## src/hdl/calibration_segment_interpolator_defines.svh

```systemverilog
// ----------------------------------------------------------------------------
// calibration_segment_interpolator_defines.svh
// Assertion macros for the calibration segment interpolator.
// They expand to nothing when SYNTHESIS is defined.
// ----------------------------------------------------------------------------
`ifndef CALIBRATION_SEGMENT_INTERPOLATOR_DEFINES_SVH
`define CALIBRATION_SEGMENT_INTERPOLATOR_DEFINES_SVH

`ifndef SYNTHESIS

// Check that a condition implies another in the same cycle
`define CSI_ASSERT_SAME(label, clk, rst_n, cond, expr) \
	label: assert property (@(posedge clk) disable iff (!rst_n) (cond) |-> (expr)) \
		else $error("csi assertion failed");

// Check that a condition implies another in the next cycle
`define CSI_ASSERT_NEXT(label, clk, rst_n, cond, expr) \
	label: assert property (@(posedge clk) disable iff (!rst_n) (cond) |=> (expr)) \
		else $error("csi assertion failed");

`else

`define CSI_ASSERT_SAME(label, clk, rst_n, cond, expr)
`define CSI_ASSERT_NEXT(label, clk, rst_n, cond, expr)

`endif

`endif

```

## src/hdl/csi_pkg.sv

```systemverilog
// ----------------------------------------------------------------------------
// csi_pkg
// Shared widths, calibration ROM, controller state and command/status types
// of the calibration segment interpolator.
// ----------------------------------------------------------------------------
package csi_pkg;

	// field widths
	localparam int TARGET_W = 10;
	localparam int DUTY_W   = 8;
	localparam int BLEND_W  = 10;

	localparam logic [BLEND_W-1:0] BLEND_SCALE = 10'd1000;

	// divider: numerator covers 1023 * 1000, remainder one bit over the divisor
	localparam int NUM_W           = 20;
	localparam int REM_W           = TARGET_W + 1;
	localparam int DIV_BITS_PER_CY = 2;
	localparam int DIV_CYCLES      = NUM_W / DIV_BITS_PER_CY;
	localparam int DIV_CNT_W       = $clog2(DIV_CYCLES);

	// calibration ROM
	localparam int DEFAULT_POINT_COUNT = 12;
	localparam int ROM_POINTS          = 12;
	localparam int ROM_IDX_W           = $clog2(ROM_POINTS);

	typedef logic [ROM_IDX_W-1:0] rom_idx_t;

	localparam logic [DUTY_W-1:0] ROM_DUTY [ROM_POINTS] = '{
		8'd0, 8'd15, 8'd35, 8'd55, 8'd75, 8'd95,
		8'd115, 8'd135, 8'd155, 8'd175, 8'd195, 8'd225
	};

	localparam logic [TARGET_W-1:0] ROM_SPEED [ROM_POINTS] = '{
		10'd0, 10'd0, 10'd0, 10'd0, 10'd20, 10'd60,
		10'd60, 10'd60, 10'd80, 10'd80, 10'd80, 10'd90
	};

	// points past the ROM repeat its last entry
	function automatic logic [DUTY_W-1:0] pt_duty(input int unsigned i);
		logic [DUTY_W-1:0] d;
		if (i < ROM_POINTS) begin
			d = ROM_DUTY[rom_idx_t'(i)];
		end else begin
			d = ROM_DUTY[rom_idx_t'(ROM_POINTS - 1)];
		end
		return d;
	endfunction

	function automatic logic [TARGET_W-1:0] pt_speed(input int unsigned i);
		logic [TARGET_W-1:0] s;
		if (i < ROM_POINTS) begin
			s = ROM_SPEED[rom_idx_t'(i)];
		end else begin
			s = ROM_SPEED[rom_idx_t'(ROM_POINTS - 1)];
		end
		return s;
	endfunction

	// controller states
	typedef enum logic [2:0] {
		ST_IDLE,
		ST_CHECK,
		ST_SEARCH,
		ST_DIVIDE,
		ST_FINISH,
		ST_DONE
	} state_t;

	// controller to datapath
	typedef struct packed {
		logic load;
		logic end_low;
		logic end_high;
		logic seg_step;
		logic seg_take;
		logic set_none;
		logic div_step;
		logic div_finish;
	} csi_cmd_t;

	// datapath to controller
	typedef struct packed {
		logic at_low;
		logic at_high;
		logic seg_hit;
		logic seg_last;
		logic div_last;
	} csi_status_t;

endpackage

```

## src/hdl/csi_datapath.sv

```systemverilog
// ----------------------------------------------------------------------------
// csi_datapath
// Target register, segment search index, numerator and an iterative
// restoring divider that retires two quotient bits per cycle.
// ----------------------------------------------------------------------------
module csi_datapath #(
	parameter int POINT_COUNT = csi_pkg::DEFAULT_POINT_COUNT
) (
	input  logic                          clk,
	input  logic                          arst_n,
	input  csi_pkg::csi_cmd_t             cmd,
	output csi_pkg::csi_status_t          status,
	input  logic [csi_pkg::TARGET_W-1:0]  target_speed,
	output logic [csi_pkg::DUTY_W-1:0]    lower_duty,
	output logic [csi_pkg::DUTY_W-1:0]    upper_duty,
	output logic [csi_pkg::BLEND_W-1:0]   blend
);

	localparam int IDX_W = $clog2(POINT_COUNT);
	localparam int LAST  = POINT_COUNT - 1;

	logic [csi_pkg::TARGET_W-1:0]  target_q;
	logic [IDX_W-1:0]              idx_q;
	logic [csi_pkg::NUM_W-1:0]     num_q;
	logic [csi_pkg::REM_W-1:0]     rem_q;
	logic [csi_pkg::TARGET_W-1:0]  den_q;
	logic [csi_pkg::DIV_CNT_W-1:0] div_cnt_q;
	logic [csi_pkg::DUTY_W-1:0]    lower_duty_q;
	logic [csi_pkg::DUTY_W-1:0]    upper_duty_q;
	logic [csi_pkg::BLEND_W-1:0]   blend_q;

	logic [IDX_W-1:0]              idx_prev;
	logic [csi_pkg::TARGET_W-1:0]  v0;
	logic [csi_pkg::TARGET_W-1:0]  v1;
	logic [csi_pkg::TARGET_W-1:0]  diff;
	logic [csi_pkg::NUM_W-1:0]     numer;
	logic [csi_pkg::NUM_W-1:0]     num_nx;
	logic [csi_pkg::REM_W-1:0]     rem_nx;

	// current segment end points
	assign idx_prev = idx_q - 1'b1;
	assign v0       = csi_pkg::pt_speed(int'(idx_prev));
	assign v1       = csi_pkg::pt_speed(int'(idx_q));
	assign diff     = (target_q >= v0) ? (target_q - v0) : '0;
	assign numer    = csi_pkg::NUM_W'(diff) * csi_pkg::NUM_W'(csi_pkg::BLEND_SCALE);

	// status towards the controller
	assign status.at_low   = target_q <= csi_pkg::pt_speed(0);
	assign status.at_high  = target_q >= csi_pkg::pt_speed(LAST);
	assign status.seg_hit  = (target_q <= v1) && (v1 > v0);
	assign status.seg_last = idx_q == IDX_W'(LAST);
	assign status.div_last = div_cnt_q == csi_pkg::DIV_CNT_W'(csi_pkg::DIV_CYCLES - 1);

	// two restoring division steps
	always_comb begin
		num_nx = num_q;
		rem_nx = rem_q;
		for (int k = 0; k < csi_pkg::DIV_BITS_PER_CY; k++) begin
			rem_nx = {rem_nx[csi_pkg::REM_W-2:0], num_nx[csi_pkg::NUM_W-1]};
			num_nx = {num_nx[csi_pkg::NUM_W-2:0], 1'b0};
			if (rem_nx >= csi_pkg::REM_W'(den_q)) begin
				rem_nx    = rem_nx - csi_pkg::REM_W'(den_q);
				num_nx[0] = 1'b1;
			end
		end
	end

	// search index and divider control
	always_ff @(posedge clk or negedge arst_n) begin
		if (!arst_n) begin
			idx_q     <= '0;
			div_cnt_q <= '0;
		end else begin
			if (cmd.load) begin
				idx_q <= IDX_W'(1);
			end else if (cmd.seg_step) begin
				idx_q <= idx_q + 1'b1;
			end
			if (cmd.seg_take) begin
				div_cnt_q <= '0;
			end else if (cmd.div_step) begin
				div_cnt_q <= div_cnt_q + 1'b1;
			end
		end
	end

	// hold target, divider words and results
	always_ff @(posedge clk) begin
		if (cmd.load) begin
			target_q <= target_speed;
		end
		if (cmd.seg_take) begin
			num_q        <= numer;
			rem_q        <= '0;
			den_q        <= v1 - v0;
			lower_duty_q <= csi_pkg::pt_duty(int'(idx_prev));
			upper_duty_q <= csi_pkg::pt_duty(int'(idx_q));
		end else if (cmd.div_step) begin
			num_q <= num_nx;
			rem_q <= rem_nx;
		end
		if (cmd.end_low) begin
			lower_duty_q <= csi_pkg::pt_duty(0);
			upper_duty_q <= csi_pkg::pt_duty(0);
			blend_q      <= '0;
		end else if (cmd.end_high) begin
			lower_duty_q <= csi_pkg::pt_duty(LAST);
			upper_duty_q <= csi_pkg::pt_duty(LAST);
			blend_q      <= '0;
		end else if (cmd.set_none) begin
			lower_duty_q <= '0;
			upper_duty_q <= '0;
			blend_q      <= '0;
		end else if (cmd.div_finish) begin
			// cap the quotient at full scale
			if (num_q > csi_pkg::NUM_W'(csi_pkg::BLEND_SCALE)) begin
				blend_q <= csi_pkg::BLEND_SCALE;
			end else begin
				blend_q <= num_q[csi_pkg::BLEND_W-1:0];
			end
		end
	end

	assign lower_duty = lower_duty_q;
	assign upper_duty = upper_duty_q;
	assign blend      = blend_q;

endmodule

```

## src/hdl/csi_ctrl.sv

```systemverilog
// ----------------------------------------------------------------------------
// csi_ctrl
// Controller of the calibration segment interpolator: end point check,
// one segment per cycle search, divider sequencing and result strobe.
// ----------------------------------------------------------------------------
`include "calibration_segment_interpolator_defines.svh"

module csi_ctrl (
	input  logic                 clk,
	input  logic                 arst_n,
	input  logic                 start,
	output logic                 busy,
	output logic                 done,
	output csi_pkg::csi_cmd_t    cmd,
	input  csi_pkg::csi_status_t status
);

	csi_pkg::state_t state_q;
	csi_pkg::state_t state_nx;

	// state register
	always_ff @(posedge clk or negedge arst_n) begin
		if (!arst_n) begin
			state_q <= csi_pkg::ST_IDLE;
		end else begin
			state_q <= state_nx;
		end
	end

	// next state and commands
	always_comb begin
		state_nx = state_q;
		cmd      = '0;
		busy     = 1'b1;
		done     = 1'b0;
		case (state_q)
			csi_pkg::ST_IDLE: begin
				busy = 1'b0;
				if (start) begin
					cmd.load = 1'b1;
					state_nx = csi_pkg::ST_CHECK;
				end
			end
			csi_pkg::ST_CHECK: begin
				if (status.at_low) begin
					cmd.end_low = 1'b1;
					state_nx    = csi_pkg::ST_DONE;
				end else if (status.at_high) begin
					cmd.end_high = 1'b1;
					state_nx     = csi_pkg::ST_DONE;
				end else begin
					state_nx = csi_pkg::ST_SEARCH;
				end
			end
			csi_pkg::ST_SEARCH: begin
				if (status.seg_hit) begin
					cmd.seg_take = 1'b1;
					state_nx     = csi_pkg::ST_DIVIDE;
				end else if (status.seg_last) begin
					cmd.set_none = 1'b1;
					state_nx     = csi_pkg::ST_DONE;
				end else begin
					cmd.seg_step = 1'b1;
				end
			end
			csi_pkg::ST_DIVIDE: begin
				cmd.div_step = 1'b1;
				if (status.div_last) begin
					state_nx = csi_pkg::ST_FINISH;
				end
			end
			csi_pkg::ST_FINISH: begin
				cmd.div_finish = 1'b1;
				state_nx       = csi_pkg::ST_DONE;
			end
			csi_pkg::ST_DONE: begin
				done     = 1'b1;
				state_nx = csi_pkg::ST_IDLE;
			end
			default: begin
				state_nx = csi_pkg::ST_IDLE;
			end
		endcase
	end

	// result strobe only while busy, one cycle wide, never right after a transfer
	`CSI_ASSERT_SAME(a_done_busy, clk, arst_n, done, busy)
	`CSI_ASSERT_NEXT(a_done_single, clk, arst_n, done, !done)
	`CSI_ASSERT_NEXT(a_accept_busy, clk, arst_n, start && !busy, busy && !done)
	`CSI_ASSERT_SAME(a_div_only_dividing, clk, arst_n, cmd.div_step, !cmd.load && !done)

endmodule

```

## src/hdl/calibration_segment_interpolator.sv

```systemverilog
// ----------------------------------------------------------------------------
// calibration_segment_interpolator
// Piecewise linear lookup of a target speed in a fixed calibration table,
// giving the segment's two duties and the blend position in thousandths.
// ----------------------------------------------------------------------------
// Sequence: after the transfer the end points are checked; an end point target
// goes straight to done, otherwise the segments are searched in turn, the
// two-bit-per-cycle divider runs, the quotient is capped and then presented.
// busy stays high from the transfer through done; a new target is taken only in idle.
// The result is shown for one cycle with done; the receiver cannot stall it.
// Reset clears the controller to idle; result registers are not reset.
module calibration_segment_interpolator #(
	parameter int POINT_COUNT = csi_pkg::DEFAULT_POINT_COUNT
) (
	input  logic                          clk,
	input  logic                          arst_n,
	input  logic                          start,
	output logic                          busy,
	input  logic [csi_pkg::TARGET_W-1:0]  target_speed,
	output logic                          done,
	output logic [csi_pkg::DUTY_W-1:0]    lower_duty,
	output logic [csi_pkg::DUTY_W-1:0]    upper_duty,
	output logic [csi_pkg::BLEND_W-1:0]   blend
);

	csi_pkg::csi_cmd_t    cmd;
	csi_pkg::csi_status_t status;

	// sequence the search and divide
	csi_ctrl u_ctrl (
		.clk    (clk),
		.arst_n (arst_n),
		.start  (start),
		.busy   (busy),
		.done   (done),
		.cmd    (cmd),
		.status (status)
	);

	// table lookup and divider
	csi_datapath #(
		.POINT_COUNT (POINT_COUNT)
	) u_datapath (
		.clk          (clk),
		.arst_n       (arst_n),
		.cmd          (cmd),
		.status       (status),
		.target_speed (target_speed),
		.lower_duty   (lower_duty),
		.upper_duty   (upper_duty),
		.blend        (blend)
	);

endmodule
```

## config.mk

```make
export PLATFORM = sky130hd
export DESIGN_NAME = calibration_segment_interpolator
export DESIGN_NICKNAME = d
export VERILOG_FILES = /design/src/hdl/csi_pkg.sv /design/src/hdl/csi_datapath.sv /design/src/hdl/csi_ctrl.sv /design/src/hdl/calibration_segment_interpolator.sv
export VERILOG_INCLUDE_DIRS = /design/src /design/src/hdl
export SDC_FILE = /design/constraint.sdc
export NUM_CORES = 1
export LEC_CHECK = 0
export BUFFER_PORTS_ARGS = -buffer_cell sky130_fd_sc_hd__buf_2
export CORE_MARGIN = 2
export CORE_UTILIZATION = 55
export DETAILED_ROUTE_END_ITERATION = 8
export PLACE_DENSITY = 0.83
export REMOVE_ABC_BUFFERS = 1
export SLEW_MARGIN = 20
export SYNTH_ARGS = -nofsm -noshare
export SYNTH_HDL_FRONTEND = slang
export SYNTH_HIERARCHICAL = 1
export SYNTH_SLANG_ARGS = --single-unit
```

## constraint.sdc

```tcl
create_clock -name clk -period 10.3 [get_ports clk]
set_clock_uncertainty 0.2 [all_clocks]
set_input_delay 2.06 -clock clk [delete_from_list [all_inputs] [get_ports clk]]
set_output_delay 2.06 -clock clk [all_outputs]
set_load 0.05 [all_outputs]
```

== Word level (Yosys, flattened, before mapping) ==
Memory sizes are Yosys's and may differ from the RTL's.
Index checks and enable logic that the tools add are counted.
W data, S select, Z words.

* Bitwise logic cells: 2
* Magnitude comparators: 12
* Eq/ne operators: 10
* $mul: 1
* Mux-type cells: 53
* Reductions and logical operators: 7
* Add/subtract/negate cells: 7

{| class="wikitable"
|+ Operators by type and width
! operator !! number
|-
| $mux W10 || 10
|-
| $mux W8 || 12
|-
| $mux W20 || 2
|-
| $sub A10 B10 Y10 || 4
|-
| $ge A11 B10 Y1 || 2
|-
| $mux W3 || 7
|-
| $gt A20 B10 Y1 const B || 1
|-
| $mul A10 B7 Y17 const B || 1
|-
| $mux W1 || 16
|-
| $mux W4 || 4
|-
| $pmux W3 S5 || 1
|-
| $ge A10 B10 Y1 || 1
|-
| $ge A10 B7 Y1 const B || 1
|-
| $ge A5 B5 Y1 const B || 2
|-
| $gt A10 B10 Y1 || 1
|-
| $le A10 B1 Y1 const B || 1
|-
| $le A10 B10 Y1 || 1
|-
| $not A4 Y5 || 2
|-
| $add A4 B1 Y4 const B || 2
|-
| $eq A4 B4 Y1 const B || 2
|-
| $lt A4 B4 Y1 const B || 2
|-
| $eq A3 B2 Y1 const B || 2
|-
| $eq A3 B3 Y1 const B || 2
|-
| $ne A2 B2 Y1 const B || 2
|-
| 10 further kinds || 11
|}

* Logic and storage cells: 109
* Register bits after elaboration: 87
* Memories: 4
* Output and inout bits: 28
* ROM bits: 576
* Bits of input ports: 13

{| class="wikitable"
|+ Memories
! name !! words !! width !! rd ports !! clocked after memory_dff !! wr ports !! RTL line !! source
|-
| (no name shown) || 16 || 10 || 1 || 0 || 0 || csi_pkg.sv:53 || <nowiki>s = ROM_SPEED[rom_idx_t'(i)];</nowiki>
|-
| (no name shown) || 16 || 10 || 1 || 0 || 0 || csi_pkg.sv:53 ||
|-
| (no name shown) || 16 || 8 || 1 || 0 || 0 || csi_pkg.sv:43 || <nowiki>d = ROM_DUTY[rom_idx_t'(i)];</nowiki>
|-
| (no name shown) || 16 || 8 || 1 || 0 || 0 || csi_pkg.sv:43 ||
|}

== Longest topological paths before layout ==
* Depth after elaboration: 13
* Gate-level depth with buffers: 29
* Mapped depth without buffers: 28

== By module ==
The synthesis kept the hierarchy.

{| class="wikitable"
|+ By module, submodules not included
! module !! times used !! cells an instance !! seq. area each (um^2) !! area each (um^2)
|-
| csi_datapath || 1 || 721 || 2062.0 || 6810.3
|-
| csi_ctrl || 1 || 38 || 75.1 || 294.0
|}

== Least setup slack after synthesis ==
OpenSTA, ideal clock, no wires.

* Kind: flip-flop to flip-flop
* From: register u_datapath.idx_q[2]
* To: register u_datapath/num_q[18] (netlist bit), data pin
* Buffers on the path: 1
* Setup time: 0.256 ns
* Setup slack: 3.176 ns
* Period minus slack after synthesis: 7.124 ns
* Required time: 9.844 ns
* Cell stages (with the launch flop): 28
* Arrival time: 6.667 ns
* Cell sequence: dfrtp_1 -> clkbuf_1 -> nor3_1 -> xnor2_1 -> inv_1 -> a21oi_1 -> ha_1 -> inv_1 -> fa_1 -> a21o_1 -> a21o_1 -> a21o_1 -> a21oi_1 -> nor3b_1 -> xnor2_1 -> nor2_1 -> ha_1 -> fa_1 -> inv_1 -> fa_1 -> ha_1 -> ha_1 -> a21o_1 -> nor2_1 -> o31ai_1 -> o31a_1 -> xor2_1 -> a22o_1

* Cells in the longest elaborated chain, start to end: 11
* Elaborated cells on any way between the ends: 23
* Those cells by class: add/sub: 2; mul: 1; order compare: 5; mux: 10; bitwise: 2; reduce/logical: 1; memory: 2

{| class="wikitable"
|+ Ends and longest elaborated chain
! element !! RTL line !! source
|-
| start: declaration || csi_datapath.sv:23 || <nowiki>logic [IDX_W-1:0] idx_q;</nowiki>
|-
| start signal: assignment || csi_datapath.sv:77 || <nowiki>idx_q <= idx_q + 1'b1;</nowiki>
|-
| parallel branches: the longest is 10 deep, another holds $mul A10 B7 Y17 || n/a ||
|-
| $mux W20 (*) || csi_datapath.sv:92 || <nowiki>if (cmd.seg_take) begin</nowiki>
|-
| end signal: assignment || csi_datapath.sv:93 || <nowiki>num_q <= numer;</nowiki>
|-
| end signal: assignment || csi_datapath.sv:99 || <nowiki>num_q <= num_nx;</nowiki>
|-
| end: declaration || csi_datapath.sv:24 || <nowiki>logic [csi_pkg::NUM_W-1:0] num_q;</nowiki>
|}

Every way passes the cells marked *. The select of a mux whose other input is x is not followed.
A chain may end at the register's enable or synchronous reset.

== Worst setup path after layout ==
* From: register u_datapath.idx_q[3]
* To: register u_datapath/num_q[18] (netlist bit), data pin

Same word-level chain as after synthesis.

==> key figures <==
Route
  – Pre-antenna DRT Iters: 5
  – Drt wl/cell: 15.7 um
  – Via count: 5561
  – Drt via density: 5.73
  – # DRC: 0
  – Routed WL: 15200 um
  – DRT iter0 DRCs: 459
  – Post-DRT Antenna Nets: 0

Status
  – Status: complete, no violations

Worst setup path
  – Flop2flop setup slack: 2310 ps
  – CP delay by family, top: compound AO/OA/AOI/OAI gates
  – Slowest-stage cell, CP: xnor2_1
  – Critical Path Fanout Max: 14
  – Crit path arrival time: 7890 ps
  – WS Path Type: reg -> reg
  – CP dominant cell by count: ha_1
  – R2r worst-path depth: 26
  – CP Capture Type: flop
  – Reg-to-reg startpoint: u_datapath/idx_q[3]$_DFFE_PN0P_
  – WP data required: 10200 ps
  – Crit path launch type: flop
  – Max stage delay on crit path: 560 ps
  – Critical R2R Capture: u_datapath/num_q[18]$_DFFE_PP_
  – CP Buf/Inv Count: 4

Global route
  – Largest net degree at the start of global routing: 48
  – Gr ovfl total: 0
  – GRT Total Usage: 22.8%
  – Number of global-route vias before repair: 5383
  – Global-route wire length before repair: 25900 um
  – Initial antenna violation count: 0

Logic synthesis
  – Synth area leader: ha_1
  – Seq/Total Area, Yosys: 30.1%
  – Simple-gate area share of the yosys netlist: 14.0%
  – Post-synthesis compound-gate area fraction: 16.9%
  – FFs w/ async S/R, synth: 12.8%
  – Largest family of logic cells by synthesized area: adder cells
  – Synth top area share: 16.0%
  – Yosys reg bits: 86
  – Synth cell types: 65
  – Adder-Cell Fraction of Synth Area: 24.8%
  – Number of synthesized flops with an enable pin: 36
  – Post-Synth XOR/XNOR Area: 4.68%
  – Top cells by area, synth: ha_1 (16%), edfxtp_1 (15%), dfxtp_1 (11%), fa_1 (8.7%), inv_1 (4.3%)
  – Main flop type after synthesis: dfxtp_1
  – Mean post-synth cell area: 9.36 um^2
  – Mux cell area share after synthesis: 3.72%
  – Syn Inst Count: 759
  – YS warnings: 6
  – Cell Area, Synth: 7100 um^2

Floorplan
  – Die W: 118 um
  – Die area: 13800 um^2
  – Core area: 12600 um^2
  – Row count: 41
  – IO Pins: 41
  – Starting Density: 56.3%
  – Die height: 118 um

Placed design
  – GP Congestion: 0.973
  – # port buffers: 40
  – Placed Area: 7470 um^2
  – Hpwl dp: 12000 um

Timing
  – FMAX: 125 MHz
  – Crit path time final: 7990 ps
  – Slew HR: 26.5%
  – Worst slew pin tran: 1100 ps
  – Hold Worst Slack: 272 ps
  – Final Cycle Share: 77.6%
  – Final hold violations: 0
  – Unrepaired setup endpoints after global routing: false
  – Fin Setup TNS: 0 ps
  – Final Slew Violations: 0
  – Setup violators final: 0

Job
  – Max cap viols: 0

Clock network
  – Clk sinks: 86
  – CTS tree: done
  – Hold-fix buffers at CTS: 0
  – Worst-Skew Late Latency: 350 ps
  – CTS H-tree lvls: 3
  – Total CTS buffers: 9
  – Root buffer cell: clkbuf_16
  – Clk slew on worst S/H paths: 60 ps
  – Post-CTS Setup Inserts: 0
  – Clk buf depth: 2
  – Post_cts resized: 0

Cells and area
  – Nets: 928
  – Layout cells sized above 1: 10.9%
  – Area Growth Syn to Fin: 8.91%
  – Finished Cell Area: 7740 um^2
  – Ant diodes: 0

Hold path
  – Hold wc startpoint: u_datapath/upper_duty[1]$_SDFFE_PP0P_
  – Hold Crit Depth: 2
  – Hold Path Class: reg -> reg
  – Hold EP: u_datapath/upper_duty[1]$_SDFFE_PP0P_
==> worst max path at each step <==
stage	startpoint	to	slack [ps]	depth (start not counted)
6_report	u_datapath/idx_q[3]$_DFFE_PN0P_	u_datapath/num_q[18]$_DFFE_PP_	2310	26
5_1_grt	u_datapath/idx_q[3]$_DFFE_PN0P_	u_datapath/num_q[18]$_DFFE_PP_	1770	26
4_1_cts	u_datapath/idx_q[3]$_DFFE_PN0P_	u_datapath/num_q[18]$_DFFE_PP_	2410	26
3_5_place_dp	u_datapath/idx_q[3]$_DFFE_PN0P_	u_datapath/num_q[18]$_DFFE_PP_	2520	26
3_3_place_gp	u_datapath/idx_q[3]$_DFFE_PN0P_	u_datapath/num_q[18]$_DFFE_PP_	2920	26
2_1_floorplan	u_datapath/idx_q[0]$_DFFE_PN0P_	u_datapath/num_q[19]$_DFFE_PP_	2950	18
==> metrics by stage <==
stage / instances / util (%) / setup WS, ps
2_1_floorplan: 736 / - / 2950
3_3_place_gp: 954 / 59.2 / 2920
3_5_place_dp: 954 / 59.2 / 2520
4_1_cts: 970 / 61.3 / 2410
5_1_grt: 970 / 61.3 / 1770
6_report: 970 / 61.3 / 2310
==> cell usage after synthesis (3+ instances only) <==
cell / number
nand2b_1: 10
o211ai_1: 3
nand2_1: 44
a22o_1: 16
o21bai_1: 4
nor2b_1: 13
o21ai_0: 32
nand3_1: 9
o221a_2: 5
a31oi_1: 7
o31ai_1: 3
dfxtp_1: 39
ha_1: 91
xor2_1: 15
a21boi_0: 5
buf_1: 3
a21oi_1: 43
nor4_1: 5
mux2i_1: 14
nand4_1: 11
or2_2: 3
a21o_1: 15
and2_1: 7
a211oi_1: 7
mux2_2: 11
nor2_1: 74
or3_1: 5
edfxtp_1: 36
fa_1: 31
a211o_1: 6
inv_1: 81
nor3_1: 13
dfrtp_1: 11
o21a_1: 9
clkbuf_1: 17
xnor2_1: 23
==> kinds of logic (layout without fill, tap and decap cells) <==
logic type / count (synthesis) / count (layout)
adder cells (fa/ha/maj): 122 / 122
flip-flops: 86 / 86
AND/OR/NAND/NOR: 206 / 206
buffers and inverters: 106 / 145
AO/OA/AOI/OAI: 176 / 176
XOR/XNOR: 38 / 38
multiplexers: 25 / 25
==> layer usage <==
metal / vias to the layer above / share of wire, % / track usage (%)
met5: - / 0 / 0
met1: 2651 / 48 / 32.0
met3: 21 / 4.8 / 4.75
met2: 145 / 46 / 35.7
met4: 0 / 1.7 / 6.78
li1: 2744 / - / -
==> tightest hold or removal path, cell delays in order (launching register included) <==
cell	delay (ps)
dfxtp_1	310
nand2b_1	60
a21oi_1	50
==> registers in the layout, indices dropped and copies added, names as in the netlist <==
register / flops
u_datapath/den_q: 9
u_datapath/div_cnt_q: 4
u_datapath/lower_duty: 8
u_datapath/blend: 10
u_ctrl/state_q: 3
u_datapath/idx_q: 4
u_datapath/upper_duty: 8
u_datapath/rem_q: 10
u_datapath/num_q: 20
u_datapath/target_q: 10
==> cells in the final DEF, fill, tap and decap left out, types with 14 or more instances in the layout <==
cell	synthesis	routed
ha_1	91	91
inv_1	81	81
nor2_1	74	73
nand2_1	44	44
a21oi_1	43	43
buf_2	1	40
dfxtp_1	39	39
edfxtp_1	36	36
o21ai_0	32	32
fa_1	31	31
xnor2_1	23	23
a22o_1	16	16
a21o_1	15	15
xor2_1	15	15
mux2i_1	14	14
==> cell type report <==
type	instances	area, um^2
fill	1058	4880
multi-input combinational	567	4560
timing repair buffer	46	245
sequential	86	2140
tap	172	215
clock inverter	3	17.5
inverter	83	312
clock buffer	13	250
Power is not shown: default switching activity piles up to over one toggle a cycle in this logic, so the estimate is an artifact.
